==> config.mk <==
export PLATFORM = sky130hd
export DESIGN_NAME = integer_to_vietnamese_words
export DESIGN_NICKNAME = d
export VERILOG_FILES = /design/src/rtl/itvw_pkg.sv /design/src/rtl/integer_to_vietnamese_words.sv
export SDC_FILE = /design/constraint.sdc
export NUM_CORES = 1
export LEC_CHECK = 0
export ABC_AREA = 1
export BUFFER_PORTS_ARGS = -buffer_cell sky130_fd_sc_hd__buf_2
export CORE_ASPECT_RATIO = 0.8
export CORE_MARGIN = 2
export CORE_UTILIZATION = 45
export CTS_CLUSTER_DIAMETER = 50
export DETAILED_ROUTE_END_ITERATION = 7
export HOLD_SLACK_MARGIN = 0.12
export RECOVER_POWER = 25
export SKIP_CTS_REPAIR_TIMING = 1
export SLEW_MARGIN = 25
export SYNTH_ARGS = -nofsm -noshare
export SYNTH_HDL_FRONTEND = slang
export SYNTH_SLANG_ARGS = --single-unit
==> constraint.sdc <==
create_clock -name clock -period 9.3 [get_ports clock]
set_clock_uncertainty 0.1 [all_clocks]
set_input_delay 1.86 -clock clock [delete_from_list [all_inputs] [get_ports clock]]
set_output_delay 1.86 -clock clock [all_outputs]
set_load 0.02 [all_outputs]
==> src/rtl/itvw_pkg.sv <==
// shared types and constants of the vietnamese integer reader
// no dependencies
package itvw_pkg;

   localparam int DIGITS   = 19;   // decimal digits of the magnitude
   localparam int CHUNKS   = 7;    // three-digit groups, top one holds a single digit
   localparam int MAG_BITS = 63;   // magnitude bits after the sign is removed
   localparam int CODE_W   = 5;

   localparam logic [CODE_W-1:0] W_TEN      = 5'd10;
   localparam logic [CODE_W-1:0] W_TENS     = 5'd11;
   localparam logic [CODE_W-1:0] W_MOT      = 5'd12;
   localparam logic [CODE_W-1:0] W_TU       = 5'd13;
   localparam logic [CODE_W-1:0] W_LAM      = 5'd14;
   localparam logic [CODE_W-1:0] W_HUNDRED  = 5'd15;
   localparam logic [CODE_W-1:0] W_ODD      = 5'd16;
   localparam logic [CODE_W-1:0] W_THOUSAND = 5'd17;
   localparam logic [CODE_W-1:0] W_MILLION  = 5'd18;
   localparam logic [CODE_W-1:0] W_BILLION  = 5'd19;
   localparam logic [CODE_W-1:0] W_MINUS    = 5'd20;
   localparam logic [CODE_W-1:0] W_MAX      = W_MINUS;

   typedef enum logic [3:0] {
      ST_IDLE  = 4'b0001,
      ST_CONV  = 4'b0010,
      ST_EMIT  = 4'b0100,
      ST_FLUSH = 4'b1000
   } state_type;

endpackage

==> src/rtl/integer_to_vietnamese_words.sv <==
// vietnamese integer reader, top level
// depends on itvw_pkg
//
// Takes one signed 64-bit value when start is high and busy is low, and
// answers with its spoken vietnamese reading, one word code per strobe of
// rsp_valid, the final word marked by rsp_last_word. The receiver cannot
// stall, so words leave as they are made. An item runs from accept to the
// end of busy as follows: the sign comes off as the item is taken, then
// shift-and-add-3 turns the magnitude into decimal one bit per cycle, then
// a word sequencer walks the seven three-digit groups in eleven steps
// each, and a flush step sends the final word. Words come out spread over
// that walk, at most one per cycle, and the final word is on the port as
// busy falls. The most negative value is read as minus (2^63 - 1).
module integer_to_vietnamese_words
   import itvw_pkg::*;
(
   input  logic              clock,
   input  logic              reset,
   input  logic              start,
   output logic              busy,
   input  logic signed [63:0] req_value,
   output logic              rsp_valid,
   output logic [CODE_W-1:0] rsp_word_code,
   output logic              rsp_last_word
);

   // steps of the sequencer inside one group
   localparam logic [3:0] SL_HUND_DIG = 4'd0;
   localparam logic [3:0] SL_HUND     = 4'd1;
   localparam logic [3:0] SL_ODD      = 4'd2;
   localparam logic [3:0] SL_TEN_DIG  = 4'd3;
   localparam logic [3:0] SL_TENS     = 4'd4;
   localparam logic [3:0] SL_UNIT     = 4'd5;
   localparam logic [3:0] SL_GROUP    = 4'd6;
   localparam logic [3:0] SL_BILLION  = 4'd7;
   localparam logic [3:0] SL_PAD_ZERO = 4'd8;
   localparam logic [3:0] SL_PAD_HUND = 4'd9;
   localparam logic [3:0] SL_PAD_ODD  = 4'd10;
   localparam logic [3:0] SL_END      = SL_PAD_ODD;

   localparam int BCD_W = 4 * DIGITS;
   localparam int PAD_W = 12 * CHUNKS;

   // group indexes, most significant first
   localparam logic [2:0] G_TOP   = 3'(CHUNKS - 1);
   localparam logic [2:0] G_MIL_H = 3'd5;
   localparam logic [2:0] G_THO_H = 3'd4;
   localparam logic [2:0] G_BIL_L = 3'd3;
   localparam logic [2:0] G_MIL_L = 3'd2;
   localparam logic [2:0] G_THO_L = 3'd1;
   localparam logic [2:0] G_UNITS = 3'd0;

   state_type             state_ff, state_in;
   logic [MAG_BITS-1:0]   bin_ff, bin_in;
   logic [5:0]            bit_cnt_ff, bit_cnt_in;
   logic [BCD_W-1:0]      bcd_ff, bcd_in;
   logic [2:0]            chunk_ff, chunk_in;
   logic [3:0]            slot_ff, slot_in;
   logic [CODE_W-1:0]     hold_ff, hold_in;
   logic                  hold_vld_ff, hold_vld_in;
   logic                  rsp_valid_ff, rsp_valid_in;
   logic [CODE_W-1:0]     rsp_code_ff, rsp_code_in;
   logic                  rsp_last_ff, rsp_last_in;

   logic [63:0]           neg_val;
   logic [MAG_BITS-1:0]   mag;
   logic [BCD_W-1:0]      bcd_adj;
   logic [PAD_W-1:0]      pad_flat;
   logic [11:0]           chunk_val [CHUNKS];
   logic [CHUNKS-1:0]     nz;
   logic [11:0]           cur, low;
   logic [3:0]            h, t, u;
   logic [2:0]            lo_idx;
   logic                  upper_nz, cur_nz, grp_emit, is_thou, pad_en;
   logic [CODE_W-1:0]     grp_word, unit_word;
   logic                  gen_valid;
   logic [CODE_W-1:0]     gen_code;

   assign busy          = (state_ff != ST_IDLE);
   assign rsp_valid     = rsp_valid_ff;
   assign rsp_word_code = rsp_code_ff;
   assign rsp_last_word = rsp_last_ff;

   // magnitude, with the most negative value clamped
   assign neg_val = ~req_value + 64'd1;
   always_comb begin
      if (!req_value[63]) begin
         mag = req_value[MAG_BITS-1:0];
      end else if (neg_val[63]) begin
         mag = '1;
      end else begin
         mag = neg_val[MAG_BITS-1:0];
      end
   end

   // add 3 to every decimal digit of five or more before the shift
   always_comb begin
      for (int i = 0; i < DIGITS; i++) begin
         if (bcd_ff[4*i +: 4] >= 4'd5) begin
            bcd_adj[4*i +: 4] = bcd_ff[4*i +: 4] + 4'd3;
         end else begin
            bcd_adj[4*i +: 4] = bcd_ff[4*i +: 4];
         end
      end
   end

   // three-digit groups and their nonzero flags
   assign pad_flat = {{(PAD_W - BCD_W){1'b0}}, bcd_ff};
   always_comb begin
      for (int k = 0; k < CHUNKS; k++) begin
         chunk_val[k] = pad_flat[12*k +: 12];
         nz[k]        = |pad_flat[12*k +: 12];
      end
   end

   assign cur    = chunk_val[chunk_ff];
   assign h      = cur[11:8];
   assign t      = cur[7:4];
   assign u      = cur[3:0];
   assign cur_nz = nz[chunk_ff];

   // lowest group of the remainder that follows this group's word
   assign lo_idx = (chunk_ff >= G_THO_H) ? G_BIL_L : G_UNITS;
   assign low    = chunk_val[lo_idx];
   always_comb begin
      upper_nz = 1'b0;
      for (int i = 0; i < CHUNKS; i++) begin
         if (3'(i) > lo_idx && 3'(i) < chunk_ff && nz[i]) begin
            upper_nz = 1'b1;
         end
      end
   end

   always_comb begin
      unique case (chunk_ff)
         G_TOP, G_BIL_L: grp_word = W_BILLION;
         G_MIL_H, G_MIL_L: grp_word = W_MILLION;
         default: grp_word = W_THOUSAND;
      endcase
   end

   // the billion word after the low billion group stands whenever it or any group above it is nonzero
   always_comb begin
      if (chunk_ff == G_BIL_L) begin
         grp_emit = |nz[CHUNKS-1:G_BIL_L];
      end else begin
         grp_emit = cur_nz && (chunk_ff != G_UNITS);
      end
   end

   // "zero hundred (odd)" padding of a small remainder
   assign is_thou = (chunk_ff == G_THO_H) || (chunk_ff == G_THO_L);
   assign pad_en  = grp_emit && nz[lo_idx] && !upper_nz && (!is_thou || low[11:8] == 4'd0);

   // units word, with the spoken forms after a tens digit
   always_comb begin
      priority if (t == 4'd0) begin
         unit_word = {1'b0, u};
      end else if (u == 4'd1) begin
         unit_word = (t == 4'd1) ? {1'b0, u} : W_MOT;
      end else if (u == 4'd4) begin
         unit_word = (t == 4'd1) ? {1'b0, u} : W_TU;
      end else if (u == 4'd5) begin
         unit_word = W_LAM;
      end else begin
         unit_word = {1'b0, u};
      end
   end

   // word made at the current step, if any
   always_comb begin
      gen_valid = 1'b0;
      gen_code  = {1'b0, h};
      unique case (slot_ff)
         SL_HUND_DIG: begin
            gen_valid = cur_nz && h != 4'd0;
            gen_code  = {1'b0, h};
         end
         SL_HUND: begin
            gen_valid = cur_nz && h != 4'd0;
            gen_code  = W_HUNDRED;
         end
         SL_ODD: begin
            gen_valid = h != 4'd0 && t == 4'd0 && u != 4'd0;
            gen_code  = W_ODD;
         end
         SL_TEN_DIG: begin
            gen_valid = t != 4'd0;
            gen_code  = (t == 4'd1) ? W_TEN : {1'b0, t};
         end
         SL_TENS: begin
            gen_valid = t != 4'd0 && t != 4'd1;
            gen_code  = W_TENS;
         end
         SL_UNIT: begin
            // a zero value reads as the single word zero
            gen_valid = (u != 4'd0) || (chunk_ff == G_UNITS && nz == '0);
            gen_code  = unit_word;
         end
         SL_GROUP: begin
            gen_valid = grp_emit && chunk_ff != G_BIL_L;
            gen_code  = grp_word;
         end
         SL_BILLION: begin
            gen_valid = grp_emit && chunk_ff == G_BIL_L;
            gen_code  = W_BILLION;
         end
         SL_PAD_ZERO: begin
            gen_valid = pad_en;
            gen_code  = 5'd0;
         end
         SL_PAD_HUND: begin
            gen_valid = pad_en;
            gen_code  = W_HUNDRED;
         end
         SL_PAD_ODD: begin
            gen_valid = pad_en && low[11:4] == 8'd0;
            gen_code  = W_ODD;
         end
         default: begin
            gen_valid = 1'b0;
         end
      endcase
   end

   always_comb begin
      state_in     = state_ff;
      bin_in       = bin_ff;
      bit_cnt_in   = bit_cnt_ff;
      bcd_in       = bcd_ff;
      chunk_in     = chunk_ff;
      slot_in      = slot_ff;
      hold_in      = hold_ff;
      hold_vld_in  = hold_vld_ff;
      rsp_valid_in = 1'b0;
      rsp_code_in  = rsp_code_ff;
      rsp_last_in  = rsp_last_ff;
      unique case (state_ff)
         ST_IDLE: begin
            if (start) begin
               bin_in      = mag;
               bcd_in      = '0;
               bit_cnt_in  = '0;
               chunk_in    = G_TOP;
               slot_in     = SL_HUND_DIG;
               // minus leads the reading of a negative value
               hold_in     = W_MINUS;
               hold_vld_in = req_value[63];
               state_in    = ST_CONV;
            end
         end
         ST_CONV: begin
            bcd_in     = {bcd_adj[BCD_W-2:0], bin_ff[MAG_BITS-1]};
            bin_in     = {bin_ff[MAG_BITS-2:0], 1'b0};
            bit_cnt_in = bit_cnt_ff + 6'd1;
            if (bit_cnt_ff == 6'(MAG_BITS - 1)) begin
               state_in = ST_EMIT;
            end
         end
         ST_EMIT: begin
            // one word of lookahead tells which word is the last
            if (gen_valid) begin
               if (hold_vld_ff) begin
                  rsp_valid_in = 1'b1;
                  rsp_code_in  = hold_ff;
                  rsp_last_in  = 1'b0;
               end
               hold_in     = gen_code;
               hold_vld_in = 1'b1;
            end
            if (slot_ff == SL_END) begin
               slot_in = SL_HUND_DIG;
               if (chunk_ff == G_UNITS) begin
                  state_in = ST_FLUSH;
               end else begin
                  chunk_in = chunk_ff - 3'd1;
               end
            end else begin
               slot_in = slot_ff + 4'd1;
            end
         end
         ST_FLUSH: begin
            rsp_valid_in = 1'b1;
            rsp_code_in  = hold_ff;
            rsp_last_in  = 1'b1;
            hold_vld_in  = 1'b0;
            state_in     = ST_IDLE;
         end
         default: begin
            state_in = ST_IDLE;
         end
      endcase
   end

   always_ff @(posedge clock) begin
      if (reset) begin
         state_ff     <= ST_IDLE;
         hold_vld_ff  <= 1'b0;
         rsp_valid_ff <= 1'b0;
      end else begin
         state_ff     <= state_in;
         hold_vld_ff  <= hold_vld_in;
         rsp_valid_ff <= rsp_valid_in;
      end
   end

   always_ff @(posedge clock) begin
      bin_ff      <= bin_in;
      bit_cnt_ff  <= bit_cnt_in;
      bcd_ff      <= bcd_in;
      chunk_ff    <= chunk_in;
      slot_ff     <= slot_in;
      hold_ff     <= hold_in;
      rsp_code_ff <= rsp_code_in;
      rsp_last_ff <= rsp_last_in;
   end

endmodule

### After elaboration in Yosys (flattened, before gate mapping)

Index checks and enable logic that the tools add are counted.

| word-level totals | value |
|---|---|
| bits in registers | 169 |
| bits in latches | 0 |
| bits in writable memories | 0 |
| memory bits (read-only) | 0 |
| bits of input ports | 67 |
| word-level logic and storage cells | 259 |
| memories | 0 |

| cells by class | value |
|---|---|
| $add $sub $neg | 23 |
| $mul | 0 |
| divide/modulo/power cells | 0 |
| order comparisons | 38 |
| equal/unequal tests | 35 |
| shift-type cells | 0 |
| mux-type cells | 83 |
| bitwise gates (word level) | 3 |
| reductions and logical operators | 66 |

Operator list:

| operator | count |
|---|---|
| 63-bit 2-to-1 mux | 3 |
| 76-bit one-hot mux with 2 select lines | 1 |
| 63-bit one-hot mux with 2 select lines | 1 |
| 4-bit 2-to-1 mux | 31 |
| 4-bit by 3-bit greater-or-equal comparator with 1-bit output, second input constant | 19 |
| 76-bit 2-to-1 mux | 1 |
| 4-bit by 2-bit adder with 4-bit output, second input constant | 18 |
| 12-bit binary-select mux with 3-bit select | 2 |
| 12-bit OR reduction | 6 |
| 64-bit by 1-bit adder with 64-bit output, second input constant | 1 |
| 64-bit NOT | 1 |
| 12-bit 2-to-1 mux | 4 |
| 5-bit one-hot mux with 8 select lines | 1 |
| 40-bit OR reduction | 1 |
| 4-bit by 3-bit == test with 1-bit output, second input constant | 7 |
| 1-bit logical AND | 26 |
| 5-bit 2-to-1 mux | 4 |
| 5-bit one-hot mux with 2 select lines | 2 |
| 4-bit by 1-bit == test with 1-bit output, second input constant | 4 |
| 4-bit == test, second input constant | 4 |
| 1-bit 2-to-1 mux | 16 |
| 2-bit != test, second input constant | 7 |
| 4-bit by 2-bit == test with 1-bit output, second input constant | 3 |
| 4-bit logical NOT | 3 |
| 47 further kinds | 82 |

### Logic depth before layout (Yosys ltp)

| logic depth | value |
|---|---|
| depth in word-level cells | 19 |
| gate-level depth with buffers | 18 |
| mapped depth without buffers | 18 |

### Worst setup path after synthesis

OpenSTA, ideal clock, no wires.

| path | value |
|---|---|
| path kind | input port to flip-flop |
| start | input start |
| end | register bcd_ff[0], enable pin |
| library setup time | 0.510 ns |
| data arrival time | 5.019 ns |
| data required time | 8.690 ns |
| path slack | 3.671 ns |
| stages | 2 |
| path through | nand2_1 -> nand2_1 |

| between the ends | value |
|---|---|
| cells in the longest elaborated chain, start to end | 2 |

Ends and longest elaborated chain:

| element | RTL line | source |
|---|---|---|
| start, declared | integer_to_vietnamese_words.sv:19 | `input logic start,` |
| 2-bit != test (no source line) | -- |  |
| 2-bit AND reduction (no source line) | -- |  |
| end signal, assigned | integer_to_vietnamese_words.sv:310 | `bcd_ff <= bcd_in;` |
| end, declared | integer_to_vietnamese_words.sv:56 | `logic [BCD_W-1:0] bcd_ff, bcd_in;` |

No other way between the ends.
A chain may end at the register's enable or synchronous reset.

### Worst setup path after layout

| path | value |
|---|---|
| start | register state_ff[2] |
| end | register bcd_ff[4], enable pin |

| between the ends | value |
|---|---|
| cells in the longest elaborated chain, start to end | 3 |
| elaborated cells between the ends (all ways) | 5 |
| those cells by class | 3 x eq/ne; 2 x reduce/logical |

Ends and longest elaborated chain:

| element | RTL line | source |
|---|---|---|
| start, declared | integer_to_vietnamese_words.sv:53 | `state_type state_ff, state_in;` |
| start signal, assigned | integer_to_vietnamese_words.sv:301 | `state_ff <= state_in;` |
| 4-bit by 1-bit == test with 1-bit output / 4-bit by 2-bit == test with 1-bit output (equally long branches) | integer_to_vietnamese_words.sv:238 | `unique case (state_ff)` |
| 2-bit != test (no source line) / 2-bit nonzero test (equally long branches) | -- |  |
| 2-bit AND reduction (no source line) (*) | -- |  |

Mark *: on every way between the ends. The rest lies on a longest branch, timed or not.

==> results.json <==
{
  "syn_inst": 1599,
  "die_x_um": 188.6,
  "syn_area_per_cell_um2": 7.675,
  "instances_no_fill": 2035,
  "synthTopCellsByArea": "edfxtp_1 (40%), nand2_1 (8.7%), nor2_1 (7.4%)",
  "syn2layout_area_growth_pct": 10.19,
  "first_pass_iters": 5,
  "grt_setup_unrepaired": "false",
  "avgRoutedWirePerCell_um": 17.24,
  "dp_cells": 2003,
  "synth_flop_cell": "edfxtp_1",
  "irDropWorstVdd_mv": 0.1293,
  "fin_crit_ns": 5.492,
  "tritoncts": "built",
  "totalWireLength_mm": 35.09,
  "viasPerCell": 5.389,
  "cts-root-buf": "clkbuf_16",
  "finalCritPeriodShare_pct": 59.05,
  "cts_num_sinks": 169,
  "synth_fp_nets": 1733,
  "clock_latency_ns": 0.44,
  "synth_area_mm2": 0.01227,
  "setup_viol": 0,
  "yosys_warnings": 0,
  "worst_pin_slew_ns": 2.702,
  "yosysTopAreaCellShare_pct": 39.89,
  "grt_pass1_wl_mm": 54.99,
  "start_util_pct": 45.41,
  "fp.dieH_um": 151.7,
  "drt_first_iter_violations": 1098,
  "path_class": "reg2reg",
  "status": "finished, violations left",
  "finalPower_mw": 2.142,
  "ys_ff_latch": 169,
  "worstHoldPathType": "reg2reg",
  "grt-ovfl-total": 0,
  "gp_congestion": 0.9370,
  "antenna_found_initial": 0,
  "ant_nets": 0,
  "yosysTopAreaCell": "edfxtp_1",
  "fin_nets": 1792,
  "num_antenna_cells": 0,
  "async_reset_ff_share_pct": 0,
  "critPathMostFrequentCell": "buf_4",
  "cts_max_path_buffers": 2,
  "grt_pass1_vias": 9897,
  "numPortBuffers": 74,
  "layout-drive-gt1-share_pct": 8.318,
  "htreeDepth": 4,
  "path_clk_slew_ns": 0.07,
  "drc": 0,
  "path_cells": "nor2_1, inv_1, nor3_1, clkinvlp_2, nand2_4, buf_4, buf_4",
  "drv_cap": 4,
  "slew_headroom_pct": -80.11,
  "grt.total_usage_pct": 24.94,
  "tns_ns": 0,
  "critPathSlowestCell": "clkinvlp_2",
  "fmax_ghz": 0.1821,
  "cpPeakStageDelay_ns": 1.56,
  "seq_area_frac_synth_pct": 40.86,
  "p_per_area_mw_per_mm2": 158.4,
  "die-area_mm2": 0.02862,
  "violations": "max-capacitance violations, max-slew violations",
  "crit_path_start_kind": "register",
  "mostFrequentLayoutCell": "nand2_1",
  "final_cell_mix": "nand2_1 (285), nor2_1 (242), inv_1 (225)",
  "synth_edf_count": 163,
  "grt_max_degree": 62,
  "yosys.cell_types.count": 49,
  "ios": 75,
  "hold_violations": 0,
  "end_kind": "register",
  "coreArea_mm2": 0.02703,
  "crit_fanout": 61,
  "maxSlewViolCount": 207,
  "cts_inserted_buffers": 17,
  "cp_data_arrival_time_ns": 5.46,
  "dpl.hpwl_mm": 26.28,
  "worstPathRequired_ns": 9.27,
  "p_leak_nw": 5.883,
  "rows": 54,
  "vias": 10967
}
==> report_power, final <==
part           internal (mW)  leakage, nW  switching (mW)  total, mW
Clock                  0.397        0.279           0.328      0.726
Combinational          0.126         3.98           0.283      0.410
Sequential             0.946         1.62          0.0604       1.01
Total                   1.47         5.88           0.672       2.14
==> per-layer routing <==
metal / routed length [um] / global-route usage (%) / up-vias / share of wire, %
li1: - / - / 5454 / -
met3: 2699 / 5.435 / 21 / 7.7
met1: 18330 / 39.94 / 5116 / 52
met5: 0 / 0 / - / 0
met2: 13830 / 33.68 / 376 / 39
met4: 235 / 4.961 / 0 / 0.67
==> cell usage after synthesis (all sizes together), types with 5 or more instances <==
library cell	count
inv	233
nand2	291
o21ai	127
dfxtp	6
nor2	251
xor2	47
nor3b	5
nand3b	5
o22ai	11
ha	67
a31oi	5
clkbuf	22
nand4	26
or2	8
nor3	45
a211oi	14
xnor2	19
buf	17
nand3	99
a21oi	93
edfxtp	163
o211ai	6
nor4	12
==> logic make-up after synthesis <==
| group | synth area share (%) |
|---|---|
| fa+ha+maj | 6.831 |
| compound gates | 12.65 |
| flops | 40.86 |
| simple gates | 26.32 |
| buf+inv | 8.626 |
| xor+xnor | 4.710 |
==> per-stage QoR <==
| stage | hold WS, ns | cell area [um^2] | utilization (%) | setup WS [ns] |
|---|---|---|---|---|
| CTS | 0.3241 | 13540 | 50.12 | 5.277 |
| floorplan | 0.3003 | 12270 | - | 3.671 |
| finish | 0.3221 | 13520 | 50.03 | 3.808 |
| global placement | 0.3094 | 12970 | 47.99 | 4.812 |
| global route | 0.3446 | 13520 | 50.03 | 3.270 |
| detailed placement | 0.3055 | 12970 | 47.99 | 4.799 |
==> registers in the layout, summed over array words and instances, names as in the netlist <==
| register | flops |
|---|---|
| bin_ff | 63 |
| bit_cnt_ff | 6 |
| bcd_ff | 76 |
| hold_vld_ff | 1 |
| rsp_valid | 1 |
| rsp_last_word | 1 |
| slot_ff | 4 |
| hold_ff | 5 |
| chunk_ff | 3 |
| rsp_word_code | 5 |
| state_ff | 4 |
==> final timing paths <==
check	startpoint	endpoint	slack (ns)	cells after the start
worst max-delay path	state_ff[2]	bcd_ff[4]	3.81	7
worst min-delay path	hold_ff[2]	rsp_word_code[2]	0.32	0
worst max register to register	state_ff[2]	bcd_ff[4]	3.81	7
worst min register to register	hold_ff[2]	rsp_word_code[2]	0.32	0
==> worst max-delay path: cells and delay by family, from the launching register on <==
kind / cells / cell delay (ns)
flip-flops: 1 / 0.33
buffers and inverters: 4 / 3.04
AND/OR/NAND/NOR: 3 / 1.55
==> area by class of cell <==
cell class | count | area (um^2)
clock inverters | 14 | 146.4
multi-input cells | 1158 | 6201
clock buffers | 18 | 429.2
well taps | 364 | 455.4
repair buffers | 79 | 396.6
fillers | 2754 | 13500
flip-flops and latches | 169 | 5015
inverters | 233 | 878.3
Power figures use the tool's default switching activity.
